`config.mk`:
```
export PLATFORM = sky130hd
export DESIGN_NAME = signed_number_to_seven_segment_flat
export DESIGN_NICKNAME = d
export VERILOG_FILES = /design/src/rtl/s7seg_pkg.sv /design/src/rtl/s7seg_if.sv /design/src/rtl/s7seg_div.sv /design/src/rtl/signed_number_to_seven_segment.sv /design/src/flat_wrapper.sv
export SDC_FILE = /design/constraint.sdc
export NUM_CORES = 1
export LEC_CHECK = 0
export BUFFER_PORTS_ARGS = -buffer_cell sky130_fd_sc_hd__clkbuf_2
export CAP_MARGIN = 20
export CORE_MARGIN = 3
export CORE_UTILIZATION = 35
export DETAILED_ROUTE_END_ITERATION = 12
export GPL_ROUTABILITY_DRIVEN = 0
export SLEW_MARGIN = 25
export SYNTH_ARGS = -nofsm -noshare
export SYNTH_HDL_FRONTEND = slang
export SYNTH_SLANG_ARGS = --single-unit
```
`constraint.sdc`:
```
create_clock -name clk -period 5.4 [get_ports clk]
set_input_delay 1.62 -clock clk [delete_from_list [all_inputs] [get_ports clk]]
set_output_delay 1.62 -clock clk [all_outputs]
set_load 0.005 [all_outputs]
```
`src/rtl/s7seg_pkg.sv`:
```
package s7seg_pkg;

	localparam int unsigned VALUE_W  = 32;
	localparam int unsigned RADIX_W  = 8;
	localparam int unsigned SEG_W    = 8;
	localparam int unsigned STATUS_W = 2;
	localparam int unsigned DIV_W    = 5;  // divisor width, bases up to 16
	localparam int unsigned REM_W    = 4;  // remainder always below 16
	localparam int unsigned OUT_DIGITS = 4;

	localparam logic [SEG_W-1:0] SEG_BLANK  = 8'h00;
	localparam logic [SEG_W-1:0] SEG_OVER   = 8'h01;
	localparam logic [SEG_W-1:0] SEG_UNDER  = 8'h08;
	localparam logic [SEG_W-1:0] SEG_HYPHEN = 8'h40;
	localparam logic [SEG_W-1:0] SEG_DOT    = 8'h80;

	localparam logic [RADIX_W-1:0] RADIX_MIN = 8'd2;
	localparam logic [RADIX_W-1:0] RADIX_MAX = 8'd16;

	typedef enum logic [STATUS_W-1:0] {
		STATUS_SHOWN    = 2'd0,
		STATUS_BAD_BASE = 2'd1,
		STATUS_OVERFLOW = 2'd2
	} status_t;

	typedef struct packed {
		logic                start;
		logic [VALUE_W-1:0]  dividend;
		logic [DIV_W-1:0]    divisor;
	} div_req_t;

	typedef struct packed {
		logic                done;
		logic [VALUE_W-1:0]  quotient;
		logic [REM_W-1:0]    remainder;
	} div_rsp_t;

	// Hex glyph table: 0-9, A, b, C, d, E, F.
	function automatic logic [SEG_W-1:0] glyph(input logic [REM_W-1:0] d);
		logic [SEG_W-1:0] g;
		case (d)
			4'h0: g = 8'h3F;
			4'h1: g = 8'h06;
			4'h2: g = 8'h5B;
			4'h3: g = 8'h4F;
			4'h4: g = 8'h66;
			4'h5: g = 8'h6D;
			4'h6: g = 8'h7D;
			4'h7: g = 8'h07;
			4'h8: g = 8'h7F;
			4'h9: g = 8'h6F;
			4'hA: g = 8'h77;
			4'hB: g = 8'h7C;
			4'hC: g = 8'h39;
			4'hD: g = 8'h5E;
			4'hE: g = 8'h79;
			default: g = 8'h71;
		endcase
		return g;
	endfunction

endpackage

```
`src/rtl/s7seg_if.sv`:
```
interface s7seg_in_if;
	logic                             valid;
	logic                             ready;
	logic signed [s7seg_pkg::VALUE_W-1:0] value_in;
	logic [s7seg_pkg::RADIX_W-1:0]    radix;
	logic                             pad_zeros;

	modport source (output valid, output value_in, output radix, output pad_zeros,
		input ready);
	modport sink (input valid, input value_in, input radix, input pad_zeros,
		output ready);
endinterface

interface s7seg_out_if;
	logic                             valid;
	logic                             ready;
	logic [s7seg_pkg::SEG_W-1:0]      digit0_segments;
	logic [s7seg_pkg::SEG_W-1:0]      digit1_segments;
	logic [s7seg_pkg::SEG_W-1:0]      digit2_segments;
	logic [s7seg_pkg::SEG_W-1:0]      digit3_segments;
	logic [s7seg_pkg::STATUS_W-1:0]   status;

	modport source (output valid, output digit0_segments, output digit1_segments,
		output digit2_segments, output digit3_segments, output status, input ready);
	modport sink (input valid, input digit0_segments, input digit1_segments,
		input digit2_segments, input digit3_segments, input status, output ready);
endinterface

```
`src/rtl/s7seg_div.sv`:
```
// Restoring divider, one quotient bit per cycle.
module s7seg_div (
	input  logic                   clk,
	input  logic                   arst_n,
	input  s7seg_pkg::div_req_t    req,
	output s7seg_pkg::div_rsp_t    rsp
);

	localparam int unsigned CNT_W = $clog2(s7seg_pkg::VALUE_W);

	logic [s7seg_pkg::REM_W-1:0]   rem_q;
	logic [s7seg_pkg::VALUE_W-1:0] quo_q;
	logic [s7seg_pkg::DIV_W-1:0]   div_q;
	logic [CNT_W-1:0]              cnt_q;
	logic                          busy_q;
	logic                          done_q;

	logic [s7seg_pkg::DIV_W-1:0]   trial;
	logic [s7seg_pkg::DIV_W-1:0]   diff;
	logic                          ge;

	always_comb begin
		trial = {rem_q, quo_q[s7seg_pkg::VALUE_W-1]};
		ge    = (trial >= div_q);
		diff  = trial - div_q;
	end

	always_ff @(posedge clk or negedge arst_n) begin
		if (!arst_n) begin
			busy_q <= 1'b0;
			done_q <= 1'b0;
			cnt_q  <= '0;
		end else begin
			done_q <= 1'b0;
			if (req.start) begin
				busy_q <= 1'b1;
				cnt_q  <= '0;
			end else if (busy_q) begin
				cnt_q <= cnt_q + 1'b1;
				if (cnt_q == CNT_W'(s7seg_pkg::VALUE_W - 1)) begin
					busy_q <= 1'b0;
					done_q <= 1'b1;
				end
			end
		end
	end

	always_ff @(posedge clk) begin
		if (req.start) begin
			rem_q <= '0;
			quo_q <= req.dividend;
			div_q <= req.divisor;
		end else if (busy_q) begin
			// shift in the next dividend bit, subtract when it fits
			rem_q <= ge ? diff[s7seg_pkg::REM_W-1:0] : trial[s7seg_pkg::REM_W-1:0];
			quo_q <= {quo_q[s7seg_pkg::VALUE_W-2:0], ge};
		end
	end

	assign rsp.done      = done_q;
	assign rsp.quotient  = quo_q;
	assign rsp.remainder = rem_q;

endmodule

```
`src/rtl/signed_number_to_seven_segment.sv`:
```
// Sequence: each drawn digit passes START, the divider's bit-serial steps and WAIT, which
//   collects the digit; FINISH then loads the output register. An invalid base goes
//   straight from IDLE to FINISH. The shared bit-serial divider sets the pace.
// Throughput: one item at a time; the next item is taken once the row sits in the output
//   register, even while that result still waits for the sink.
// Reset: arst_n clears the sequencer, the divider control and the output valid.
module signed_number_to_seven_segment #(
	parameter int unsigned DIGITS = 4
) (
	input  logic        clk,
	input  logic        arst_n,
	s7seg_in_if.sink    item,
	s7seg_out_if.source result
);

	localparam int unsigned PW   = (DIGITS > 1) ? $clog2(DIGITS) : 1;
	localparam int unsigned ROWN = (DIGITS > s7seg_pkg::OUT_DIGITS) ? DIGITS
		: s7seg_pkg::OUT_DIGITS;

	// Sequencer: IDLE takes an item, START kicks the divider for one digit,
	// WAIT collects quotient and remainder, FINISH builds and hands off the row.
	typedef enum logic [3:0] {
		ST_IDLE   = 4'b0001,
		ST_START  = 4'b0010,
		ST_WAIT   = 4'b0100,
		ST_FINISH = 4'b1000
	} state_t;

	state_t state_q;

	logic [s7seg_pkg::VALUE_W-1:0] mag_q;
	logic [s7seg_pkg::DIV_W-1:0]   base_q;
	logic                          neg_q;
	logic                          pad_q;
	logic                          bad_q;
	logic                          lead_free_q;
	logic [PW-1:0]                 pos_q;
	logic [s7seg_pkg::SEG_W-1:0]   row_q [DIGITS];

	logic [s7seg_pkg::SEG_W-1:0]   out_seg_q [s7seg_pkg::OUT_DIGITS];
	logic [s7seg_pkg::STATUS_W-1:0] out_status_q;
	logic                          out_valid_q;

	s7seg_pkg::div_req_t div_req;
	s7seg_pkg::div_rsp_t div_rsp;

	logic                          in_xfer;
	logic                          out_free;
	logic                          raw_neg;
	logic                          radix_ok;
	logic [s7seg_pkg::VALUE_W-1:0] raw_u;
	logic [s7seg_pkg::VALUE_W-1:0] raw_mag;
	logic                          more;
	logic                          overflow;
	logic [s7seg_pkg::SEG_W-1:0]   fin_row [ROWN];
	s7seg_pkg::status_t            fin_status;

	assign item.ready = (state_q == ST_IDLE);
	assign in_xfer    = item.valid && item.ready;
	assign out_free   = !out_valid_q || result.ready;

	always_comb begin
		raw_u    = item.value_in;
		raw_neg  = raw_u[s7seg_pkg::VALUE_W-1];
		// two's complement negate; the most negative value stays as its magnitude
		raw_mag  = raw_neg ? (~raw_u + 1'b1) : raw_u;
		radix_ok = (item.radix >= s7seg_pkg::RADIX_MIN) &&
			(item.radix <= s7seg_pkg::RADIX_MAX);
	end

	assign div_req.start    = (state_q == ST_START);
	assign div_req.dividend = mag_q;
	assign div_req.divisor  = base_q;

	s7seg_div u_div (
		.clk    (clk),
		.arst_n (arst_n),
		.req    (div_req),
		.rsp    (div_rsp)
	);

	// Keep drawing while the quotient is nonzero or padding asks for more,
	// and a position remains to the left.
	assign more = ((div_rsp.quotient != '0) || pad_q) && (pos_q != '0);

	always_ff @(posedge clk or negedge arst_n) begin
		if (!arst_n) begin
			state_q <= ST_IDLE;
		end else begin
			unique case (state_q)
				ST_IDLE: begin
					if (in_xfer) begin
						state_q <= radix_ok ? ST_START : ST_FINISH;
					end
				end
				ST_START: begin
					state_q <= ST_WAIT;
				end
				ST_WAIT: begin
					if (div_rsp.done) begin
						state_q <= more ? ST_START : ST_FINISH;
					end
				end
				ST_FINISH: begin
					if (out_free) begin
						state_q <= ST_IDLE;
					end
				end
				default: begin
					state_q <= ST_IDLE;
				end
			endcase
		end
	end

	// Datapath registers of the item in flight.
	always_ff @(posedge clk) begin
		if (in_xfer) begin
			mag_q       <= raw_mag;
			base_q      <= item.radix[s7seg_pkg::DIV_W-1:0];
			neg_q       <= raw_neg;
			pad_q       <= item.pad_zeros;
			bad_q       <= !radix_ok;
			lead_free_q <= 1'b0;
			pos_q       <= PW'(DIGITS - 1);
			for (int k = 0; k < DIGITS; k++) begin
				row_q[k] <= s7seg_pkg::SEG_BLANK;
			end
		end else if (state_q == ST_START) begin
			// leftmost digit drawn from a zero quotient counts as free
			if ((pos_q == '0) && (mag_q == '0)) begin
				lead_free_q <= 1'b1;
			end
		end else if ((state_q == ST_WAIT) && div_rsp.done) begin
			row_q[pos_q] <= s7seg_pkg::glyph(div_rsp.remainder);
			mag_q        <= div_rsp.quotient;
			if (more) begin
				pos_q <= pos_q - 1'b1;
			end else if (pos_q != '0) begin
				// stopped with positions left undrawn on the left
				lead_free_q <= 1'b1;
			end
		end
	end

	// Final row: blank for a bad base, over/underlines on overflow, else the digits with a sign mark if negative.
	always_comb begin
		overflow = !bad_q && (mag_q != '0);
		if (bad_q) begin
			fin_status = s7seg_pkg::STATUS_BAD_BASE;
		end else if (overflow) begin
			fin_status = s7seg_pkg::STATUS_OVERFLOW;
		end else begin
			fin_status = s7seg_pkg::STATUS_SHOWN;
		end
		for (int k = 0; k < ROWN; k++) begin
			fin_row[k] = s7seg_pkg::SEG_BLANK;
		end
		for (int k = 0; k < DIGITS; k++) begin
			if (bad_q) begin
				fin_row[k] = s7seg_pkg::SEG_BLANK;
			end else if (overflow) begin
				fin_row[k] = neg_q ? s7seg_pkg::SEG_UNDER : s7seg_pkg::SEG_OVER;
			end else begin
				fin_row[k] = row_q[k];
				if (neg_q && lead_free_q && (k == 0)) begin
					fin_row[k] = s7seg_pkg::SEG_HYPHEN;
				end
				if (neg_q && !lead_free_q && (k == DIGITS - 1)) begin
					fin_row[k] = row_q[k] | s7seg_pkg::SEG_DOT;
				end
			end
		end
	end

	// Output register: hold the result until the sink takes it.
	always_ff @(posedge clk or negedge arst_n) begin
		if (!arst_n) begin
			out_valid_q <= 1'b0;
		end else begin
			if ((state_q == ST_FINISH) && out_free) begin
				out_valid_q <= 1'b1;
			end else if (result.valid && result.ready) begin
				out_valid_q <= 1'b0;
			end
		end
	end

	always_ff @(posedge clk) begin
		if ((state_q == ST_FINISH) && out_free) begin
			out_status_q <= fin_status;
			for (int k = 0; k < s7seg_pkg::OUT_DIGITS; k++) begin
				out_seg_q[k] <= fin_row[k];
			end
		end
	end

	assign result.valid           = out_valid_q;
	assign result.digit0_segments = out_seg_q[0];
	assign result.digit1_segments = out_seg_q[1];
	assign result.digit2_segments = out_seg_q[2];
	assign result.digit3_segments = out_seg_q[3];
	assign result.status          = out_status_q;

endmodule
```
`src/flat_wrapper.sv`:
```
// flat-port wrapper written by rule: the top's interface ports become plain ports
module signed_number_to_seven_segment_flat 
#(
	parameter int unsigned DIGITS = 4
)
  (clk, arst_n, item_valid, item_value_in, item_radix, item_pad_zeros, item_ready, result_valid, result_digit0_segments, result_digit1_segments, result_digit2_segments, result_digit3_segments, result_status, result_ready);
  s7seg_in_if item_i ();
  s7seg_out_if result_i ();
  input  logic clk;
  input  logic arst_n;
  input wire logic [$bits(item_i.valid)-1:0] item_valid;
  input wire logic [$bits(item_i.value_in)-1:0] item_value_in;
  input wire logic [$bits(item_i.radix)-1:0] item_radix;
  input wire logic [$bits(item_i.pad_zeros)-1:0] item_pad_zeros;
  output wire logic [$bits(item_i.ready)-1:0] item_ready;
  output wire logic [$bits(result_i.valid)-1:0] result_valid;
  output wire logic [$bits(result_i.digit0_segments)-1:0] result_digit0_segments;
  output wire logic [$bits(result_i.digit1_segments)-1:0] result_digit1_segments;
  output wire logic [$bits(result_i.digit2_segments)-1:0] result_digit2_segments;
  output wire logic [$bits(result_i.digit3_segments)-1:0] result_digit3_segments;
  output wire logic [$bits(result_i.status)-1:0] result_status;
  input wire logic [$bits(result_i.ready)-1:0] result_ready;
  assign item_i.valid = item_valid;
  assign item_i.value_in = item_value_in;
  assign item_i.radix = item_radix;
  assign item_i.pad_zeros = item_pad_zeros;
  assign item_ready = item_i.ready;
  assign result_valid = result_i.valid;
  assign result_digit0_segments = result_i.digit0_segments;
  assign result_digit1_segments = result_i.digit1_segments;
  assign result_digit2_segments = result_i.digit2_segments;
  assign result_digit3_segments = result_i.digit3_segments;
  assign result_status = result_i.status;
  assign result_i.ready = result_ready;
  signed_number_to_seven_segment #(.DIGITS(DIGITS)) u_core (.clk(clk), .arst_n(arst_n), .item(item_i), .result(result_i));
endmodule
```
==> flow_summary.toml, run 1 <==
[synth]
ys_types = 63
synth_compound_area_share_pct = 8.56
ys_seq_area_share_pct = 61.2
synth-edff-count = 136
synth-seq-cells = 162
synth.avg_cell_area_um2 = 11.2
synthXorXnorAreaFrac_pct = 4.14
yosys_warnings = 0
synth-simple-area-share_pct = 19.3
synthAdderAreaFrac_pct = 2.89
synth_ff_type = "edfxtp_1"
synth_top_cell_area_share_pct = 53.6
synthArstFlopShare_pct = 7.41
netlist_instances = 680
synth_area_leaders = "edfxtp_1, nand2_1, dfxtp_1"
synth_mux_area_share_pct = 1.10
synth_area_mm2 = 0.00762
yosysTopAreaCell = "edfxtp_1"
synth_top_family_by_area = "simple AND/OR/NAND/NOR gates"

[timing]
slew_headroom_pct = 31.3
final.setup_skew_ps = 15.8
fin_crit_sh_pct = 66.8
hold_violations = 0
tns_ps = 0
slew_viol_final = 0
finalCriticalPeriod_ps = 3610
setup_violations = 0
tightest_slew_ps = 1020
fmax_mhz = 277
grt_setup_unrepaired = "false"

[cts]
clock_path_buffers = 2
cts.repair.resized = 0
cts.sink_count = 162
cts.reportedPaths.clkPinSlew_ps = 80
numCtsBuffers = 17
hold_buffers = 0
cts_root_buffer = "clkbuf_16"
cts_setup_buffers = 0
cts.htree.levels = 4
insertion_delay_ps = 440
cts_tree = "done"

[setup_path]
max_stage_delay_ps = 520
criticalPathCategory = "input port to flop"
r2r_cells = 7
path_delay_family = "simple AND/OR/NAND/NOR gates"
worst-path-max-fanout = 5
cp.depth = 8
rrSetupSlack_ps = 2260
cp.arrival_ps = 3780
worst_path_max_delay_cell = "or4_1"
worst-path-buf-inv = 1
crit_chain = "clkbuf_2 -> or3_1 -> or4_1 -> nor4_2 -> nand2_1 -> o31ai_1 -> xor2_1 -> o21ai_1"
cp-end-kind = "flop"
cp-start-kind = "input port"
cp_data_required_time_ps = 5580

[routing]
post_drt_wl_per_cell_um = 15.0
postRouteAntennaNets = 0
drt_pass1_iterations = 5
vias = 5078
drtIter0Drc = 430
avgViaCountPerCell = 4.86
drc_errors = 0
routed_wl_um = 15700

[pwr]
sequentialPowerShare_pct = 47.7
finalPower_w = 0.00406
powerDensity_mw_per_mm2 = 457
clkPwrFrac_pct = 29.9
switching_share_pct = 32.9
switching_power_w = 0.00134
p_leak_nw = 3.56
p_int_w = 0.00273
power_frac_comb_pct = 22.4
peakVddDrop_v = 0.000281

[die]
die_h_um = 154
die_area_mm2 = 0.0236
num_io_pins = 81
die_width_um = 154
start_util_pct = 35.9
fp-row-count = 53
core_area_mm2 = 0.0212

[hold_path]
hp-class = "flop to flop"
whs_path_depth = 0

[global_route]
grt_max_degree = 48
grt_pass1_wl_um = 25200
grt_usage_pct = 13.3
grt_pass1_vias = 4799
antenna_found_initial = 0
overflow = 0

[final_layout]
fin_util_pct = 41.9
design_area_mm2 = 0.00890
fin_nets = 818
stdcell_count = 1044
final_layout_size_suffix_gt1_share_pct = 17.9
diodes = 0
area_growth_pct = 16.7

[place]
dpl.hpwl_um = 11100
dpl_cell_area_mm2 = 0.00829
dp.cells = 1012
port_buffers = 77

[job]
cap_violations = 0

[outcome]
status = "finished, final reports clean"
-- final cells by class --
| cell class | count | area (um^2) |
|---|---|---|
| inverter | 20 | 75.1 |
| tap | 275 | 344 |
| timing repair buffer | 85 | 445 |
| clock inverter | 15 | 180 |
| multi-input combinational | 470 | 2760 |
| fill | 2035 | 12300 |
| sequential | 162 | 4670 |
| clock buffer | 17 | 425 |
-- layout by cell type, fill, tap and decap left out, drive strengths merged, types with 4 or more instances in the layout --
cell,count
nand2,154
edfxtp,136
clkbuf,94
o21ai,49
and2,39
xor2,31
nor2,30
inv,29
a21oi,20
nor4,18
ha,16
dfxtp,14
and3,13
dfrtp,11
o31ai,10
nor3,9
buf,8
or3,6
mux2i,5
xnor2,5
nand4,5
nand2b,5
nor2b,5
clkinv,5
or4,5
o41ai,4
-- final timing paths --
path	from	end
max in group asynchronous	arst_n	u_core.state_q[0]
worst max-delay path	item_value_in[14]	u_core.mag_q[25]
min in group asynchronous	arst_n	u_core.state_q[3]
worst max register to register	u_core.state_q[3]	flop
worst min register to register	u_core.base_q[0]	u_core.u_div.div_q[0]
worst min-delay path	u_core.base_q[0]	u_core.u_div.div_q[0]
-- cells in the mapped netlist, types with 3 or more instances --
master	count
nand4_1	5
o211ai_1	3
and2_1	39
or4_1	3
buf_1	3
o31ai_1	8
edfxtp_1	136
o21ai_1	27
nand2_1	154
dfrtp_1	11
buf_4	3
a22oi_1	3
nand2b_1	4
dfxtp_1	14
a21oi_1	20
xor2_1	31
xnor2_1	5
or3_1	5
nor3_1	9
inv_1	18
nand3b_1	3
and3_1	13
nor2b_1	5
o21ai_0	22
mux2i_1	5
nor4_1	17
ha_1	16
clkbuf_1	23
nor2_1	30
-- power groups by stage --
stage	Clock [W]	Sequential [W]	Combinational (W)
3_3_place_gp	0	0.00197	0.000905
5_1_grt	0.00129	0.00198	0.00104
6_report	0.00121	0.00194	0.000910
3_5_place_dp	0	0.00197	0.000920
2_1_floorplan	0	0.00190	0.000661
4_1_cts	0.00124	0.00194	0.000924
-- metal layers --
metal | vias to the layer above | GRT usage [%] | share of wire [%]
li1 | 2571 | - | -
met1 | 2398 | 18.9 | 49
met2 | 98 | 20.7 | 46
met3 | 11 | 3.24 | 3.9
met4 | 0 | 3.53 | 1.1
met5 | - | 0 | 0
-- flip-flops by register name, summed over array words and instances (netlist names), 2 cells and up, named ones only --
name	count
u_core.state_q	4
u_core.u_div.div_q	5
u_core.u_div.rem_q	4
u_core.base_q	5
u_core.mag_q	32
u_core.u_div.cnt_q	5
u_core.pos_q	2
u_core.u_div.quo_q	32
u_core.out_seg_q	29
u_core.result.status	2
u_core.row_q	28
-- logic make-up (layout without fill, tap and decap cells) --
logic type	after synthesis	after routing
compound gates	104	104
buf+inv	50	137
flops	162	162
other cells	1	3
fa+ha+maj	17	17
mux	8	8
xor+xnor	36	36
simple gates	302	302
-- through the flow --
| stage | setup WS, ps | hold slack, ps |
|---|---|---|
| final | 1790 | 422 |
| after detailed placement | 1350 | 405 |
| after global placement | 1400 | 405 |
| after global routing | 1660 | 435 |
| after floorplan | 1550 | 400 |
| after CTS | 1810 | 422 |
(Power assumes the default switching activity.)
==> run 2: changes to the inputs <==
clock period = 3.2 ns   (was 5.4 ns; I/O delays follow)
==> run 2 against run 1 <==
Critical path depth unchanged. First-iteration DRC count down 2.3%. Cell count up 1.9%. Highest routed layer unchanged. Critical path type unchanged. Largest power group unchanged. Largest cell class unchanged.
==> flow_summary.toml, run 2 (same netlist as run 1, synthesis figures left out) <==
[place]
port_buffers = 77
dp.cells = 1032
pre_cts_ws_ps = -149
dpl.hpwl_um = 11200

[pwr]
p_leak_nw = 3.66
powerDensity_mw_per_mm2 = 756
finalPower_w = 0.00684
peakVddDrop_v = 0.000313

[global_route]
grt_use_met2_pct = 21.6
antenna_found_initial = 0
grt_pass1_wl_um = 25900
grt-busiest-layer = "met2"
grt_max_degree = 45
grt_usage_pct = 13.6
grtUsageMet3_pct = 2.62
grt_pass1_vias = 5001
overflow = 0
met1_usage_pct = 19.0

[setup_path]
worst-path-buf-inv = 1
worst_path_max_delay_cell = "or4_4"
max_stage_delay_ps = 490
cp_data_required_time_ps = 3370
criticalPathCategory = "input port to flop"
worst-path-max-fanout = 5
path_common_cell = "or4_4"
cp-start-kind = "input port"
cp-end-kind = "flop"
cp.arrival_ps = 3080
crit_chain = "clkbuf_2 -> or3_4 -> or4_4 -> or4_4 -> nand2b_4 -> o41ai_2 -> xor2_1 -> o21ai_1"
path_delay_family = "simple AND/OR/NAND/NOR gates"

[die]
die_h_um = 154
start_util_pct = 35.9
num_io_pins = 81
fp-row-count = 53
die_width_um = 154
die_area_mm2 = 0.0236
core_area_mm2 = 0.0212

[final_layout]
largestRegisters = "u_core.mag_q (32), u_core.u_div.quo_q (32), u_core.out_seg_q (29)"
final_common_cell = "nand2_1"
area_growth_pct = 18.7
final_layout_size_suffix_gt1_share_pct = 19.9
layout_common_cells = "nand2_1, edfxtp_1, clkbuf_2"
diodes = 0
fin_nets = 838
fillers = 2053
stdcell_count = 1064

[cts]
cts_root_buffer = "clkbuf_16"
insertion_delay_ps = 430
clock_path_buffers = 2
cts_setup_buffers = 0
cts.sink_count = 162
cts_tree = "done"
cts.reportedPaths.clkPinSlew_ps = 70
cts.repair.resized = 0
hold_buffers = 0
numCtsBuffers = 17
cts.htree.levels = 4

[timing]
fin_crit_sh_pct = 90.8
grt_setup_unrepaired = "false"
slew_viol_final = 0
finalCriticalPeriod_ps = 2910
fmax_mhz = 344
final.setup_skew_ps = 11.0
tightest_slew_ps = 704
setup_violations = 0
hold_violations = 0
worst_slack_ps = 293
slew_headroom_pct = 53.1

[hold_path]
hp-class = "input port to async pin"

[routing]
drc_errors = 0
vias = 5189
post_drt_wl_per_cell_um = 14.7
routed_wl_um = 15700
drtIter0Drc = 420
avgViaCountPerCell = 4.88
drt_pass1_iterations = 5
postRouteAntennaNets = 0

[outcome]
status = "finished, final reports clean"

[job]
cap_violations = 0
[run 2: changes by cell type in the layout (fill, tap and decap cells not counted)]
cell     previous run  this run
buf_4               8        28
inv_12              1         0
inv_8               5         6
o21ai_0            21        22
o21ai_1            28        27
or4b_1              0         1
or4b_2              2         1
[run 2: per-layer routing]
layer / wire length [um] / up-vias
met2: 7400 / 113
li1: - / 2613
met4: 170 / 0
met1: 7550 / 2451
met5: 0 / -
met3: 570 / 12
[run 2: cell type report]
class / count / area (um^2) / area share (%)
well taps: 275 / 344 / 3.81
clock inverters: 15 / 175 / 1.94
flip-flops and latches: 162 / 4670 / 51.6
multi-input cells: 470 / 2760 / 30.5
repair buffers: 105 / 596 / 6.59
inverters: 20 / 75.1 / 0.830
clock buffers: 17 / 425 / 4.71
[run 2: worst paths after layout]
check                                 startpoint               endpoint  slack [ps]  depth (start not counted)
setup / recovery                item_value_in[8]       u_core.mag_q[26]         290                          8
setup reg to reg           u_core.u_div.div_q[2]                   flop         320                         11
max in group asynchronous                 arst_n      u_core.state_q[0]        2490                          1
hold reg to reg                 u_core.base_q[3]  u_core.u_div.div_q[3]         420                          0
min in group clk                u_core.base_q[3]  u_core.u_div.div_q[3]         420                          0
hold / removal                            arst_n    u_core.u_div.done_q         410                          1
[run 2: through the flow]
stage	utilization [%]	hold WS (ps)	cell area [um^2]	TNS, ps
after floorplan	-	400	7630	0
after CTS	42.6	414	9040	0
after detailed placement	39.8	405	8440	-732
after global placement	39.8	404	8440	-469
final	42.6	414	9040	0
after global routing	42.6	426	9040	0
[run 2: report_power, final]
group	switching, W	total, W	internal [W]
clock	0.000965	0.00202	0.00106
combinational	0.000953	0.00154	0.000588
sequential	0.000311	0.00327	0.00296
total	0.00223	0.00684	0.00461
==> run 3: changes to the inputs <==
CTS_CLUSTER_DIAMETER = 150   (was unset)
TNS_END_PERCENT = 10   (was unset)
clock period = 2.5 ns   (was 3.2 ns; I/O delays follow)
==> run 3 against run 2 <==
The run now ends with negative setup slack left. Utilization increased by 2.5 points. Die area unchanged. Critical path depth unchanged. Global-route usage increased by 0.41 points. First-iteration DRC count decreased by 6.7%. Worst hold slack got worse by 210 ps. Largest cell class unchanged. Clock skew decreased by 0.84 ps. Critical path type unchanged. Routed wire length increased by 3.3%.
==> flow_summary.toml, run 3 (same netlist as run 1, synthesis figures left out) <==
[outcome]
status = "finished with violations"
violations = "negative setup slack"

[routing]
drc_errors = 0
routed_wl_um = 16200
postRouteAntennaNets = 0
drt_pass1_iterations = 5
vias = 5399
avgViaCountPerCell = 4.86
drtIter0Drc = 392
post_drt_wl_per_cell_um = 14.6

[hold_path]
hp-class = "input port to async pin"

[timing]
grt_setup_unrepaired = "true"
finalCriticalPeriod_ps = 2660
worst_slack_ps = -164
tightest_slew_ps = 542
tns_ps = -888
final.setup_skew_ps = 10.2
hold_violations = 0
fmax_mhz = 375
setup_violations = 10
slew_headroom_pct = 63.8
fin_crit_sh_pct = 107
slew_viol_final = 0

[pwr]
finalPower_w = 0.00926
p_leak_nw = 3.93
p_int_w = 0.00638
power_frac_comb_pct = 26.5
powerDensity_mw_per_mm2 = 968
peakVddDrop_v = 0.000474
switching_share_pct = 31.1
sequentialPowerShare_pct = 45.1
clkPwrFrac_pct = 28.4
switching_power_w = 0.00288

[setup_path]
startpoint = "item_value_in[8]"
cp_data_required_time_ps = 2680
r2r_cells = 11
criticalPathCategory = "input port to flop"
cp-end-kind = "flop"
worst-path-max-fanout = 5
cp-start-kind = "input port"
rrSetupSlack_ps = 0
reg2reg_from = "u_core.u_div.div_q[2]"
cp.arrival_ps = 2840

[final_layout]
final_common_cell = "nand2_1"
layout_common_cells = "nand2_1, edfxtp_1, clkbuf_2"
fin_util_pct = 45.1
fin_nets = 887
largestRegisters = "u_core.mag_q (32), u_core.u_div.quo_q (32), u_core.out_seg_q (29)"
stdcell_count = 1112
final_layout_size_suffix_gt1_share_pct = 26.4
area_growth_pct = 25.6
diodes = 0

[die]
core_area_mm2 = 0.0212
num_io_pins = 81
die_h_um = 154
die_width_um = 154
start_util_pct = 35.9
die_area_mm2 = 0.0236
fp-row-count = 53

[cts]
insertion_delay_ps = 420
cts.sink_count = 162
cts_root_buffer = "clkbuf_16"
numCtsBuffers = 17
cts.reportedPaths.clkPinSlew_ps = 70
clock_path_buffers = 2
cts.htree.levels = 4
cts_tree = "done"

[global_route]
grt_pass1_wl_um = 26800
grt_pass1_vias = 5431
grt_max_degree = 63
antenna_found_initial = 0
grt_usage_pct = 14.0
overflow = 0

[place]
dpl.hpwl_um = 11500
dp.cells = 1081
port_buffers = 77

[job]
cap_violations = 0
run 3: cell count changes in the layout (fill, tap and decap cells not counted), moves of 3 or more:
cell | previous run | this run
inv_8 | 6 | 3
buf_4 | 28 | 74
clkinv_8 | 4 | 1
buf_12 | 0 | 3
run 3: area by class of cell:
type	instances	area [um^2]
Clock buffer	17	425
Clock inverter	14	174
Fill cell	1994	11600
Inverter	20	75.1
Multi-Input combinational cell	470	2880
Sequential cell	162	4670
Tap cell	275	344
Timing Repair Buffer	154	1010
run 3: critical path, cell delays in order:
cell and delay [ps]:
buf_6 90, or3_4 380, or4_4 450, or4_4 480
nand2b_4 210, o31ai_2 250, xor2_1 160, o21ai_1 70
run 3: per-layer routing:
metal / up-vias / wire length (um) / global-route usage (%)
li1: 2714 / - / -
met1: 2551 / 7600 / 18.8
met2: 107 / 7710 / 22.7
met3: 27 / 580 / 2.76
met4: 0 / 313 / 5.47
met5: - / 0 / 0
run 3: how the worst max path moves through the flow:
stage	to	slack [ps]	cells after the start
floorplan	u_core.mag_q[28]	-480	8
global placement	u_core.mag_q[30]	-570	8
detailed placement	u_core.mag_q[26]	-610	8
CTS	u_core.mag_q[30]	-150	8
global route	u_core.mag_q[30]	-220	8
finish	u_core.mag_q[28]	-160	8
run 3: stage by stage:
stage	setup WS, ps	hold slack [ps]	cell area [um^2]
final	-164	206	9570
after global routing	-222	216	9570
after floorplan	-484	400	7630
after detailed placement	-612	407	8850
after global placement	-570	402	8850
after CTS	-147	201	9500
run 3: repair_timing:
action | 4_1_cts | 5_1_grt
resized for setup | 9 | 15
endpoints found under the setup margin | 15 | 24
pin swaps | 1 | 4
hold buffers | 0 | 0
setup buffers | 0 | 0
run 3: power groups by stage:
stage | Clock, W | Sequential (W) | Combinational [W]
after floorplan | 0 | 0.00409 | 0.00143
after global placement | 0 | 0.00422 | 0.00231
after detailed placement | 0 | 0.00422 | 0.00235
after CTS | 0.00269 | 0.00417 | 0.00239
after global routing | 0.00280 | 0.00425 | 0.00278
final | 0.00263 | 0.00418 | 0.00245
